File: src/rtl/tlbm_pkg.sv
// tlbm_pkg: shared types, constants and the page mask decoder for the TLB
// maintenance unit. Used by tlbm_store, tlbm_match and tlb_maintenance_unit.
// Depends on nothing.
`default_nettype none

package tlbm_pkg;

	localparam int unsigned ENTRIES = 32;
	localparam int unsigned ADDR_W  = (ENTRIES > 1) ? $clog2(ENTRIES) : 1;
	localparam int unsigned IDX_W   = 5;
	localparam int unsigned WORD_W  = 32;
	localparam int unsigned VPN_LSB = 13;
	localparam int unsigned ASID_W  = 8;

	// page masks of the seven supported page sizes
	localparam logic [WORD_W-1:0] PM_4K   = 32'h0000_0000;
	localparam logic [WORD_W-1:0] PM_16K  = 32'h0000_6000;
	localparam logic [WORD_W-1:0] PM_64K  = 32'h0001_E000;
	localparam logic [WORD_W-1:0] PM_256K = 32'h0007_E000;
	localparam logic [WORD_W-1:0] PM_1M   = 32'h001F_E000;
	localparam logic [WORD_W-1:0] PM_4M   = 32'h007F_E000;
	localparam logic [WORD_W-1:0] PM_16M  = 32'h01FF_E000;

	typedef enum logic [1:0] {
		OP_PROBE     = 2'd0,
		OP_READ      = 2'd1,
		OP_WRITE_IDX = 2'd2,
		OP_WRITE_RND = 2'd3
	} op_t;

	typedef enum logic [2:0] {
		S_IDLE,
		S_PROBE,
		S_READ,
		S_WRITE,
		S_EMIT
	} state_t;

	typedef struct packed {
		logic [WORD_W-1:0] hi;
		logic [WORD_W-1:0] lo_even;
		logic [WORD_W-1:0] lo_odd;
		logic [WORD_W-1:0] mask;
	} entry_t;

	// true when the mask is one of the seven page sizes
	function automatic logic page_mask_known(input logic [WORD_W-1:0] pm);
		logic known;
		unique case (pm)
			PM_4K, PM_16K, PM_64K, PM_256K, PM_1M, PM_4M, PM_16M: known = 1'b1;
			default: known = 1'b0;
		endcase
		return known;
	endfunction

endpackage

`default_nettype wire

File: src/rtl/tlbm_store.sv
// tlbm_store: entry memory with one write port, one registered read port
// and per-entry valid bits; an entry never written reads as zero.
// Depends on tlbm_pkg.
`default_nettype none

module tlbm_store (
	input  wire logic                         clk,
	input  wire logic                         arst_n,
	input  wire logic                         wr_en,
	input  wire logic [tlbm_pkg::ADDR_W-1:0]  wr_addr,
	input  wire tlbm_pkg::entry_t             wr_entry,
	input  wire logic                         rd_en,
	input  wire logic [tlbm_pkg::ADDR_W-1:0]  rd_addr,
	output tlbm_pkg::entry_t                  rd_entry
);

	tlbm_pkg::entry_t                 mem_q [tlbm_pkg::ENTRIES];
	tlbm_pkg::entry_t                 rd_data_q;
	logic [tlbm_pkg::ENTRIES-1:0]     valid_q;
	logic                             rd_valid_q;

	always_ff @(posedge clk) begin
		if (wr_en) begin
			mem_q[wr_addr] <= wr_entry;
		end
		if (rd_en) begin
			rd_data_q <= mem_q[rd_addr];
		end
	end

	always_ff @(posedge clk or negedge arst_n) begin
		if (!arst_n) begin
			valid_q    <= '0;
			rd_valid_q <= 1'b0;
		end else begin
			if (wr_en) begin
				valid_q[wr_addr] <= 1'b1;
			end
			if (rd_en) begin
				rd_valid_q <= valid_q[rd_addr];
			end
		end
	end

	assign rd_entry = rd_valid_q ? rd_data_q : '0;

endmodule

`default_nettype wire

File: config.mk
export PLATFORM = sky130hd
export DESIGN_NAME = tlbm_store
export DESIGN_NICKNAME = d
export VERILOG_FILES = /design/src/rtl/tlbm_pkg.sv /design/src/rtl/tlbm_store.sv
export SDC_FILE = /design/constraint.sdc
export NUM_CORES = 2
export LEC_CHECK = 0
export ABC_CLOCK_PERIOD_IN_PS = 3200
export BUFFER_PORTS_ARGS = -buffer_cell sky130_fd_sc_hd__buf_2
export CORE_UTILIZATION = 60
export DETAILED_ROUTE_END_ITERATION = 8
export PLACE_DENSITY = 0.77
export SYNTH_ARGS = -nofsm -noshare
export SYNTH_HDL_FRONTEND = slang
export SYNTH_SLANG_ARGS = --single-unit
File: constraint.sdc
create_clock -name clk -period 3.2 [get_ports clk]
set_input_delay 0.48 -clock clk [delete_from_list [all_inputs] [get_ports clk]]
set_output_delay 0.48 -clock clk [all_outputs]
set_load 0.005 [all_outputs]
==> metrics.md <==
| Metric | Value |
|---|---|
| Outcome | completed |
| Syn Nets | 6386 |
| Die area | 270000 sq um |
| Crit path max-delay cell type | dfrtp_4 |
| Core Area | 266000 sq um |
| Clock-pin slew on the worst setup and hold paths | 0.06 ns |
| # IOs | 270 |
| Cell Rows | 189 |
| Max incr delay on CP | ~0.55 ns |
| Yosys top cell area share | 78.8% |
| WL final | roughly 440 mm |
| CTS tree | done |
| Syn-to-layout area delta | 15.3% |
| Starting Density | 60.5% |
| Biggest area consumer among synthesized cells | edfxtp_1 |
| Syn. warnings | 0 |
| GPL Wtd Cong | 0.774 |
| Total gr overflow | 0 |
| Worst EP required | 2.72 ns |
| Number of remaining DRC errors | 0 |
| Ys async rst share | less than 1% |
| Sequential cell area fraction in the yosys report | about 80% |
| Commonest non-fill, non-tap cell in the layout | edfxtp_1 |
| #FFs+latches synth | ~4.3k |
| Synth top area cells | edfxtp_1 79%, mux4_2 18%, mux2_2 0.95% |
| 1st-iter DRT viols | 12.6k |
| Pwr/cell area | approximately 630 nW/um^2 |
| Synth Flop Type | edfxtp_1 |
| Clk buf depth | 4 |
| Fin crit share | between 80% and 90% |
| Synthesized area | 161000 sq um |
| Final Hold Vio Count | 0 |
| Unique masters post-synth | 29 |
| Clk root buf | clkbuf_16 |
| Drt via density | 7.12 |
| RSZ-0062 raised after global routing | no |
| Largest net degree at the start of global routing | 75 |
| Reg2reg setup slack | 1.09 ns |
| Max-cap violation count | 0 |
| Share of cells above drive strength 1 | 36.1% |
| Final worst path period need | between 2 and 3 ns |
| Setup crit start kind | register |
| Die Ht | 520 microns |
| Number of nets in the layout | between 7k and 8k |
| VDD IR max | 601 uV |
| PortBufs | approximately 270 |
| CP Depth | 4 |
| Clk_lat worst skew | 1.00 ns |
| Vias in the first global route | 81.0k |
| Slew HR | 23.4% |
| Post-synth EDFFs | 4224 |
| Htree depth | 5 |
| Overall Global Routing Usage | 33.1% |
| Inserted Clock Buffers | 413 |
| Detailed Routing Iterations Pass 1 | 6 |
| Vias post-DR | 78.2k |
| WL/cell | 40.4 microns |
| Cell mode on critical path | buf_12 |
| Pins over their slew limit | 0 |
| Maximum clock rate | 0.353 GHz |
| CP Class | reg -> out |
| Clock skew | 0.0650 ns |
| Hold crit path type | in -> reg |
| Static leakage | 58.7 nW |
| Worst Hold Depth | 1 |
| Crit path max fanout | 22 |
| Final setup fails | 0 |
| Final Power | 118 mW |
| Kind of end point of the critical path | output port |
| CTS sink cnt | about 4.3k |
| Post-route ant nets | 0 |
| Die X | 520 microns |
| Commonest cells after routing, fill and taps aside | 4224 x edfxtp_1, 1270 x mux4_2, 413 x clkbuf_16, 263 x buf_2, 212 x buf_12 |
| Mapped Cells | ~6.2k |
| Worst slew pin tran | 1.15 ns |
| Setup ws final | 0.364 ns |
| Worst Path Buf+Inv | 3 |
| CP top delay family | buffers and inverters |
| Global-route wire length before repair | approximately 620 mm |
| Post-cts resize count | 0 |
| Initial antenna violation count | 35 |
| R2r worst-path depth | 3 |
| Final HPWL DP | ~210 mm |
| Worst Path Arrival | about 2.4 ns |
| Cells along the critical path | buf_12 -> buf_12 -> and2_1 -> buf_2 |
| Mean Syn Cell Area | 25.8 sq um |
| Hold_ws | 0.0476 ns |
| Setup WS pre-CTS | 0.255 ns |
-- worst paths after layout --
kind                                     from              to
max in group asynchronous              arst_n      rd_valid_q
worst min register to register     valid_q[9]      valid_q[9]
worst min-delay path            wr_entry[125]  mem_q[24][125]
worst max register to register  mem_q[28][29]   rd_data_q[29]
worst max-delay path               rd_valid_q    rd_entry[30]
min in group asynchronous              arst_n     valid_q[23]
-- Yosys cell counts (all sizes together), types with 2 or more instances --
cell and count:
a221o 8, and2 128, buf 151, clkbuf 169, dfrtp 33, edfxtp 4224, inv 2, mux2 136
mux2i 24, mux4 1270, nand2 4, nand2b 2, nand3 3, nand3b 5, nor2 34, o22ai 8
or2 32, or3b 3
-- registers in the layout (all words and copies together), names as in the netlist --
register,cells
mem_q,4096
rd_valid_q,1
valid_q,32
rd_data_q,128
-- cells by family after synthesis --
family                 share of synthesized area [%]
buffers and inverters                          0.877
DFF                                             79.4
muxes                                           18.9
AOI/OAI and AO/OA                              0.104
and+or+nand+nor                                0.780
-- stage by stage --
step / instances / setup TNS [ns] / util (%) / area, sq um
2_1_floorplan: 6244 / -1039.37 / - / 161000
3_3_place_gp: 10100 / 0 / 64.3 / 171000
3_5_place_dp: 10100 / 0 / 64.3 / 171000
4_1_cts: 11000 / 0 / 69.8 / 185000
5_1_grt: 11000 / 0 / 69.8 / 185000
6_report: 11000 / 0 / 69.8 / 185000
-- repair_timing --
item,4_1_cts,5_1_grt
setup buffers,4,0
hold buffers,114,0
endpoints found under the setup margin,13,0
endpoints found under the hold margin,3269,0
-- layout make-up --
| type | instances | area [sq um] |
|---|---|---|
| antenna | 24 | 60.1 |
| clock buffer | 510 | 10700 |
| clock inverter | 253 | 2590 |
| fill | 14400 | 80300 |
| inverter | 2 | 7.51 |
| multi-input combinational | 1665 | 32100 |
| sequential | 4257 | 128000 |
| tap | 3533 | 4420 |
| timing repair buffer | 747 | 7950 |
-- routing by layer --
layer	vias up	wire length [microns]	share of wire, %	track usage, %
met3	1328	54400	12	6.71
met4	18	21200	4.8	13.6
met5	-	116	0.026	0
li1	28900	-	-	-
met1	41100	146000	33	43.5
met2	6812	223000	50	54.9
-- power breakdown --
group          switching, mW  total [mW]  internal (mW)  leakage, nW
logic                   3.49        6.36           2.87         13.7
registers              0.416        62.7           62.3         38.5
clock network           21.6        48.5           26.9         6.45
Power figures use the tool's default switching activity.
