--- src/rtl/tlbm_pkg.sv ---
// tlbm_pkg: shared types, constants and the page mask decoder for the TLB
// maintenance unit. Used by tlbm_store, tlbm_match and tlb_maintenance_unit.
// Depends on nothing.
`default_nettype none

package tlbm_pkg;

	localparam int unsigned ENTRIES = 32;
	localparam int unsigned ADDR_W  = (ENTRIES > 1) ? $clog2(ENTRIES) : 1;
	localparam int unsigned IDX_W   = 5;
	localparam int unsigned WORD_W  = 32;
	localparam int unsigned VPN_LSB = 13;
	localparam int unsigned ASID_W  = 8;

	// page masks of the seven supported page sizes
	localparam logic [WORD_W-1:0] PM_4K   = 32'h0000_0000;
	localparam logic [WORD_W-1:0] PM_16K  = 32'h0000_6000;
	localparam logic [WORD_W-1:0] PM_64K  = 32'h0001_E000;
	localparam logic [WORD_W-1:0] PM_256K = 32'h0007_E000;
	localparam logic [WORD_W-1:0] PM_1M   = 32'h001F_E000;
	localparam logic [WORD_W-1:0] PM_4M   = 32'h007F_E000;
	localparam logic [WORD_W-1:0] PM_16M  = 32'h01FF_E000;

	typedef enum logic [1:0] {
		OP_PROBE     = 2'd0,
		OP_READ      = 2'd1,
		OP_WRITE_IDX = 2'd2,
		OP_WRITE_RND = 2'd3
	} op_t;

	typedef enum logic [2:0] {
		S_IDLE,
		S_PROBE,
		S_READ,
		S_WRITE,
		S_EMIT
	} state_t;

	typedef struct packed {
		logic [WORD_W-1:0] hi;
		logic [WORD_W-1:0] lo_even;
		logic [WORD_W-1:0] lo_odd;
		logic [WORD_W-1:0] mask;
	} entry_t;

	// true when the mask is one of the seven page sizes
	function automatic logic page_mask_known(input logic [WORD_W-1:0] pm);
		logic known;
		unique case (pm)
			PM_4K, PM_16K, PM_64K, PM_256K, PM_1M, PM_4M, PM_16M: known = 1'b1;
			default: known = 1'b0;
		endcase
		return known;
	endfunction

endpackage

`default_nettype wire

--- src/rtl/tlbm_match.sv ---
// tlbm_match: the shared probe comparator; checks one stored entry against
// the EntryHi key (VPN always, ASID unless the entry is global).
// Depends on tlbm_pkg.
`default_nettype none

module tlbm_match (
	input  wire tlbm_pkg::entry_t                  entry,
	input  wire logic [tlbm_pkg::WORD_W-1:0]       key_hi,
	output logic                                   hit
);

	logic vpn_eq;
	logic asid_eq;
	logic global_bit;

	assign vpn_eq     = entry.hi[tlbm_pkg::WORD_W-1:tlbm_pkg::VPN_LSB]
	                    == key_hi[tlbm_pkg::WORD_W-1:tlbm_pkg::VPN_LSB];
	assign asid_eq    = entry.hi[tlbm_pkg::ASID_W-1:0] == key_hi[tlbm_pkg::ASID_W-1:0];
	assign global_bit = entry.lo_even[0] & entry.lo_odd[0];
	assign hit        = vpn_eq & (global_bit | asid_eq);

endmodule

`default_nettype wire

--- config.mk ---
export PLATFORM = sky130hd
export DESIGN_NAME = tlbm_match
export DESIGN_NICKNAME = d
export VERILOG_FILES = /design/src/rtl/tlbm_pkg.sv /design/src/rtl/tlbm_match.sv
export SDC_FILE = /design/constraint.sdc
export NUM_CORES = 1
export LEC_CHECK = 0
export ABC_CLOCK_PERIOD_IN_PS = 2200
export BUFFER_PORTS_ARGS = -buffer_cell sky130_fd_sc_hd__buf_2
export CAP_MARGIN = 25
export CORE_AREA = 2 2 62 64
export DETAILED_ROUTE_END_ITERATION = 10
export DIE_AREA = 0 0 64 66
export PLACE_DENSITY_LB_ADDON = 0.12
export SETUP_SLACK_MARGIN = 0.05
export SLEW_MARGIN = 30
export SYNTH_ARGS = -nofsm -noshare
export SYNTH_HDL_FRONTEND = slang
export SYNTH_SLANG_ARGS = --single-unit
--- constraint.sdc ---
create_clock -name vclk -period 2.2
set_input_delay 0.44 -clock vclk [all_inputs]
set_output_delay 0.44 -clock vclk [all_outputs]
set_load 0.02 [all_outputs]
==> reports/results.tsv, run 1 <==
stage	metric	value	unit
drt	wire per inst	9.225	µm
worst_setup_path	Crit. End Element	primary output	
placement	I/O Buffers	57	
logic_synthesis	Mapped Avg Cell Area	8.184	µm²
drt	final routed DRC violation total	0	
pwr	PwrDens	150.7	mW/mm²
floorplan	Starting Density	0.08527	
pwr	Net Switching	38.14	µW
drt	first drt pass iteration count	2	
floorplan	Die H	66	µm
finish	nets@finish	256	
worst_setup_path	critical path fanouts, max	1	
clock_tree	# Post-CTS Setup Buffers	0	
logic_synthesis	top cells by area, synth	xor2_1 69%, nor4_1 12%, xnor2_1 8.7%	
logic_synthesis	multiplexer share of the synthesized area	0	
logic_synthesis	Syn Inst Count	37	
min_path	Hold Path Class	in -> out	
finish	layout cells sized above 1	0.6170	
pwr	maximum vdd drop	37.09	µV
floorplan	row cnt	22	
placement	hpwl dp	1.317	mm
drt	DRT iter0 DRCs	2	
drt	Routed Antenna Nets	0	
finish	fin util	0.1825	
logic_synthesis	share of the synthesized area in the top cell type	0.6942	
global_routing	initial antenna violation count	0	
worst_setup_path	kind of start point of the critical path	input port	
worst_setup_path	Critical Path RT	1.76	ns
pwr	clock network fraction of total power	0	
logic_synthesis	post-synth net total	197	
logic_synthesis	cell taking the most area after synthesis	xor2_1	
sta	TNS Setup	0	ns
sta	Final Hold Vio Count	0	
logic_synthesis	Post-Synth Simple-Gate Area	0.1942	
sta	RSZ-0062 raised after global routing	false	
pwr	switching share of power	0.3905	
floorplan	area of the die	0.004224	mm²
run_status	result of the run	finished, final reports clean	
clock_tree	Post-CTS Resized	0	
finish	Reg area	0	µm²
min_path	Worst Hold Launch	entry[115]	
finish	clkbuf count	0	
global_routing	largest net degree at the start of global routing	2	
clock_tree	cts hold-fix bufs	0	
sta	Slew headroom	0.7809	
logic_synthesis	complex-gate fraction of the synthesized area	0.02479	
sta	fin crit period	1.966	ns
logic_synthesis	Post-Synth Adder-Cell Area	0	
logic_synthesis	Synth Area in XOR/XNOR	0.7810	
pwr	combinational power share	1.000	
sta	FMAX	508.5	MHz
global_routing	GR Util All Layers	0.05721	
worst_setup_path	Crit Path Class	in -> out	
drt	vias per cell	3.268	
floorplan	total I/O pin count	161	
drt	WL final	1.310	mm
finish	seq_cells	0	
pwr	P_leak	0.3406	nW
logic_synthesis	Netlist cell types	7	
global_routing	vias in the first global route	475	
sta	fin. max-slew vios	0	
logic_synthesis	sequential fraction of the synthesis area	0	
sta	period utilization	0.8938	
global_routing	global-route wire length before repair	1.938	mm
global_routing	global route total overflow	0	
logic_synthesis	yosys warns	0	
logic_synthesis	main combinational cell family by area after synthesis	XOR/XNOR gates	
sta	Final Setup Violations	0	
worst_setup_path	CP arrival	1.53	ns
floorplan	Die Wd	64	µm
logic_synthesis	cell area after synthesis	302.8	µm²
floorplan	CORE AREA	0.003551	mm²
finish	area delta synth->final	114.1	%
pwr	sequential group share of total power	0	
flow_run	Max-Cap Viols	0	
worst_setup_path	Critical Path Start	key_hi[15]	
finish	Antenna diodes	0	
sta	Least-Margin Pin Slew	0.3256	ns
placement	global placer's final weighted congestion	0.6291	
drt	routed vias	464	
pwr	Int Pwr	59.53	µW
==> logic make-up after synthesis <==
kind of cell | after synthesis
compound gates | 1
simple gates | 9
xor+xnor | 27
==> layout by cell type (no fill, tap or decap), drive strengths merged <==
cell type,n
nor4,6
xor2,24
buf,57
xnor2,3
nor3,1
a22oi,1
nand3,1
nand4,1
==> metal layers <==
layer  track usage  wire [µm]
met5             0          0
met3       0.02215        192
met2       0.09245        533
met1       0.07622        585
met4             0          0
==> per-stage QoR <==
| stage | cell area (µm²) | hold slack, ns | cells | setup slack [ns] | power (mW) |
|---|---|---|---|---|---|
| 2_1_floorplan | 302.8 | 1.059 | 37 | 0.4840 | 0.03762 |
| 3_3_place_gp | 648.1 | 1.301 | 142 | 0.2112 | 0.09859 |
| 3_5_place_dp | 648.1 | 1.292 | 142 | 0.1778 | 0.1003 |
| 4_1_cts | 648.1 | 1.293 | 142 | 0.1723 | 0.1004 |
| 5_1_grt | 648.1 | 1.310 | 142 | 0.1203 | 0.1088 |
| 6_report | 648.1 | 1.281 | 142 | 0.2336 | 0.09767 |
==> worst max-delay path: stages <==
cell and delay, ns:
buf_2 0.11, xor2_1 0.15, nor4_1 0.35, nand4_1 0.18
nor3_2 0.12, buf_2 0.18
==> layout make-up <==
type                            count  area (µm²)
Fill cell                         411        2903
Multi-Input combinational cell     37       302.8
Tap cell                           48       60.06
Timing Repair Buffer               57       285.3
==> worst paths after layout <==
path | end | slack, ns | depth (start not counted)
min | hit | 1.28 | 5
max | hit | 0.23 | 6
==> power by group through the flow <==
stage          registers, mW  clock network [mW]  logic [mW]
3_3_place_gp               0                   0      0.0986
3_5_place_dp               0                   0       0.100
5_1_grt                    0                   0       0.109
2_1_floorplan              0                   0      0.0376
6_report                   0                   0      0.0977
4_1_cts                    0                   0       0.100
==> Yosys cell counts <==
| cell | n |
|---|---|
| nor3_2 | 1 |
| a22oi_1 | 1 |
| nand4_1 | 1 |
| nand3_1 | 1 |
| nor4_1 | 6 |
| xnor2_1 | 3 |
| xor2_1 | 24 |
Note: power is estimated with default switching activity, not from simulation.
==> run 2: changes to the inputs <==
--- a/config.mk
+++ b/config.mk
@@ -5,12 +5,12 @@
 export SDC_FILE = /design/constraint.sdc
 export NUM_CORES = 1
 export LEC_CHECK = 0
-export ABC_CLOCK_PERIOD_IN_PS = 2200
+export ABC_CLOCK_PERIOD_IN_PS = 1800
 export BUFFER_PORTS_ARGS = -buffer_cell sky130_fd_sc_hd__buf_2
 export CAP_MARGIN = 25
-export CORE_AREA = 2 2 62 64
+export CORE_MARGIN = 5
+export CORE_UTILIZATION = 11
 export DETAILED_ROUTE_END_ITERATION = 10
-export DIE_AREA = 0 0 64 66
 export PLACE_DENSITY_LB_ADDON = 0.12
 export SETUP_SLACK_MARGIN = 0.05
 export SLEW_MARGIN = 30
==> constraint.sdc (replaced) <==
create_clock -name vclk -period 1.8
set_input_delay 0.36 -clock vclk [all_inputs]
set_output_delay 0.36 -clock vclk [all_outputs]
set_load 0.02 [all_outputs]
==> run 2 against run 1 <==
Compared with the run above: critical path depth grew 1; global-route usage is 0.10 points higher; final cell count decreased by 11%; utilization grew 6.4 points; sequential share of layout area did not move; wire length shrank 0.92%; die area is 7.6% lower; worst setup slack got worse by 0.21 ns; critical endpoint unchanged.
==> reports/results.tsv, run 2 (synthesis results as in run 1) <==
stage	metric	value	unit
run_status	result of the run	finished, final reports clean	
sta	RSZ-0062 raised after global routing	true	
global_routing	global-route wire length before repair	1.980	mm
pwr	PwrDens	191.3	mW/mm²
sta	fin. max-slew vios	0	
floorplan	area of the die	0.003902	mm²
worst_setup_path	Crit. End Element	primary output	
global_routing	GR Util met1	0.05769	
drt	routed vias	473	
worst_setup_path	Crit Path Class	in -> out	
sta	period utilization	0.9894	
sta	Slew headroom	0.8096	
floorplan	total I/O pin count	161	
floorplan	Die Wd	62.47	µm
pwr	total power	126.6	µW
finish	seq_cells	0	
drt	first drt pass iteration count	1	
sta	FMAX	561.5	MHz
placement	hpwl dp	1.285	mm
sta	fin crit period	1.781	ns
worst_setup_path	CP arrival	1.42	ns
drt	Routed Antenna Nets	0	
min_path	Hold Path Class	in -> out	
worst_setup_path	kind of start point of the critical path	input port	
finish	nets@finish	257	
finish	area delta synth->final	118.6	%
pwr	maximum vdd drop	60.71	µV
finish	Reg area	0	µm²
flow_run	Max-Cap Viols	0	
sta	TNS Setup	0	ns
placement	I/O Buffers	57	
floorplan	Starting Density	0.1127	
global_routing	GR Util All Layers	0.05824	
global_routing	GR Util met3	0.02698	
sta	Least-Margin Pin Slew	0.2831	ns
finish	Antenna diodes	0	
drt	DRT iter0 DRCs	0	
global_routing	initial antenna violation count	0	
placement	dpl ws	-0.1056	ns
worst_setup_path	Critical Path RT	1.44	ns
finish	FILL cells	321	
global_routing	global route total overflow	0	
pwr	P_leak	0.3527	nW
sta	Final WS setup	0.01901	ns
global_routing	vias in the first global route	498	
finish	clkbuf count	0	
drt	WL final	1.298	mm
global_routing	largest net degree at the start of global routing	2	
global_routing	met2 Usage GRT	0.1153	
drt	wire per inst	10.30	µm
floorplan	CORE AREA	0.002686	mm²
drt	final routed DRC violation total	0	
sta	hold slack final	1.131	ns
sta	Final Setup Violations	0	
global_routing	grt peak-use layer	met2	
worst_setup_path	critical path fanouts, max	1	
sta	Final Hold Vio Count	0	
finish	most frequent cells in the layout	53 x buf_2, 24 x xor2_1, 5 x nor4_1, 3 x xnor2_1, 3 x buf_6	
drt	vias per cell	3.754	
placement	global placer's final weighted congestion	0.5818	
floorplan	Die H	62.47	µm
floorplan	row cnt	19	
clock_tree	cts hold-fix bufs	0	
finish	layout cells sized above 1	0.6316	
finish	commonest non-fill, non-tap cell in the layout	buf_2	
## run 2: repair_timing
action | 4_1_cts | 5_1_grt
setup endpoints to repair | 1 | 1
pin swaps | 1 | 1
setup buffers | 0 | 0
resized for setup | 5 | 0
## run 2: where the power goes
| part | total [mW] | switching, mW | internal [mW] |
|---|---|---|---|
| registers | 0 | 0 | 0 |
| clock network | 0 | 0 | 0 |
| logic | 0.127 | 0.0481 | 0.0785 |
## run 2: layer usage
layer	vias up	routed length, µm	part of all wire
met5	-	0	0
met4	0	0	0
met3	0	214	0.16
met2	33	699	0.54
met1	195	384	0.30
li1	245	-	-
## run 2: through the flow
| stage | util | cell area (µm²) | instances |
|---|---|---|---|
| floorplan | - | 302.8 | 37 |
| global placement | 0.2361 | 634.4 | 126 |
| detailed placement | 0.2361 | 634.4 | 126 |
| CTS | 0.2464 | 661.9 | 126 |
| global route | 0.2464 | 661.9 | 126 |
| finish | 0.2464 | 661.9 | 126 |
## run 2: path summary, 6_finish.rpt
| check | from | depth (start not counted) | end |
|---|---|---|---|
| max | entry[112] | 7 | hit |
| min | entry[115] | 5 | hit |
## run 2: worst max-delay path, stage by stage
cell and delay [ns]:
buf_6 0.09, xor2_1 0.15, nor4_2 0.28, buf_4 0.15, nand4_1 0.11, nor3_2 0.13
buf_4 0.16
## run 2: final cells by class
| class | instances | area, µm² | area share |
|---|---|---|---|
| tap | 31 | 38.79 | 0.05860 |
| timing repair buffer | 58 | 314.1 | 0.4745 |
| multi-input combinational | 37 | 309.0 | 0.4669 |
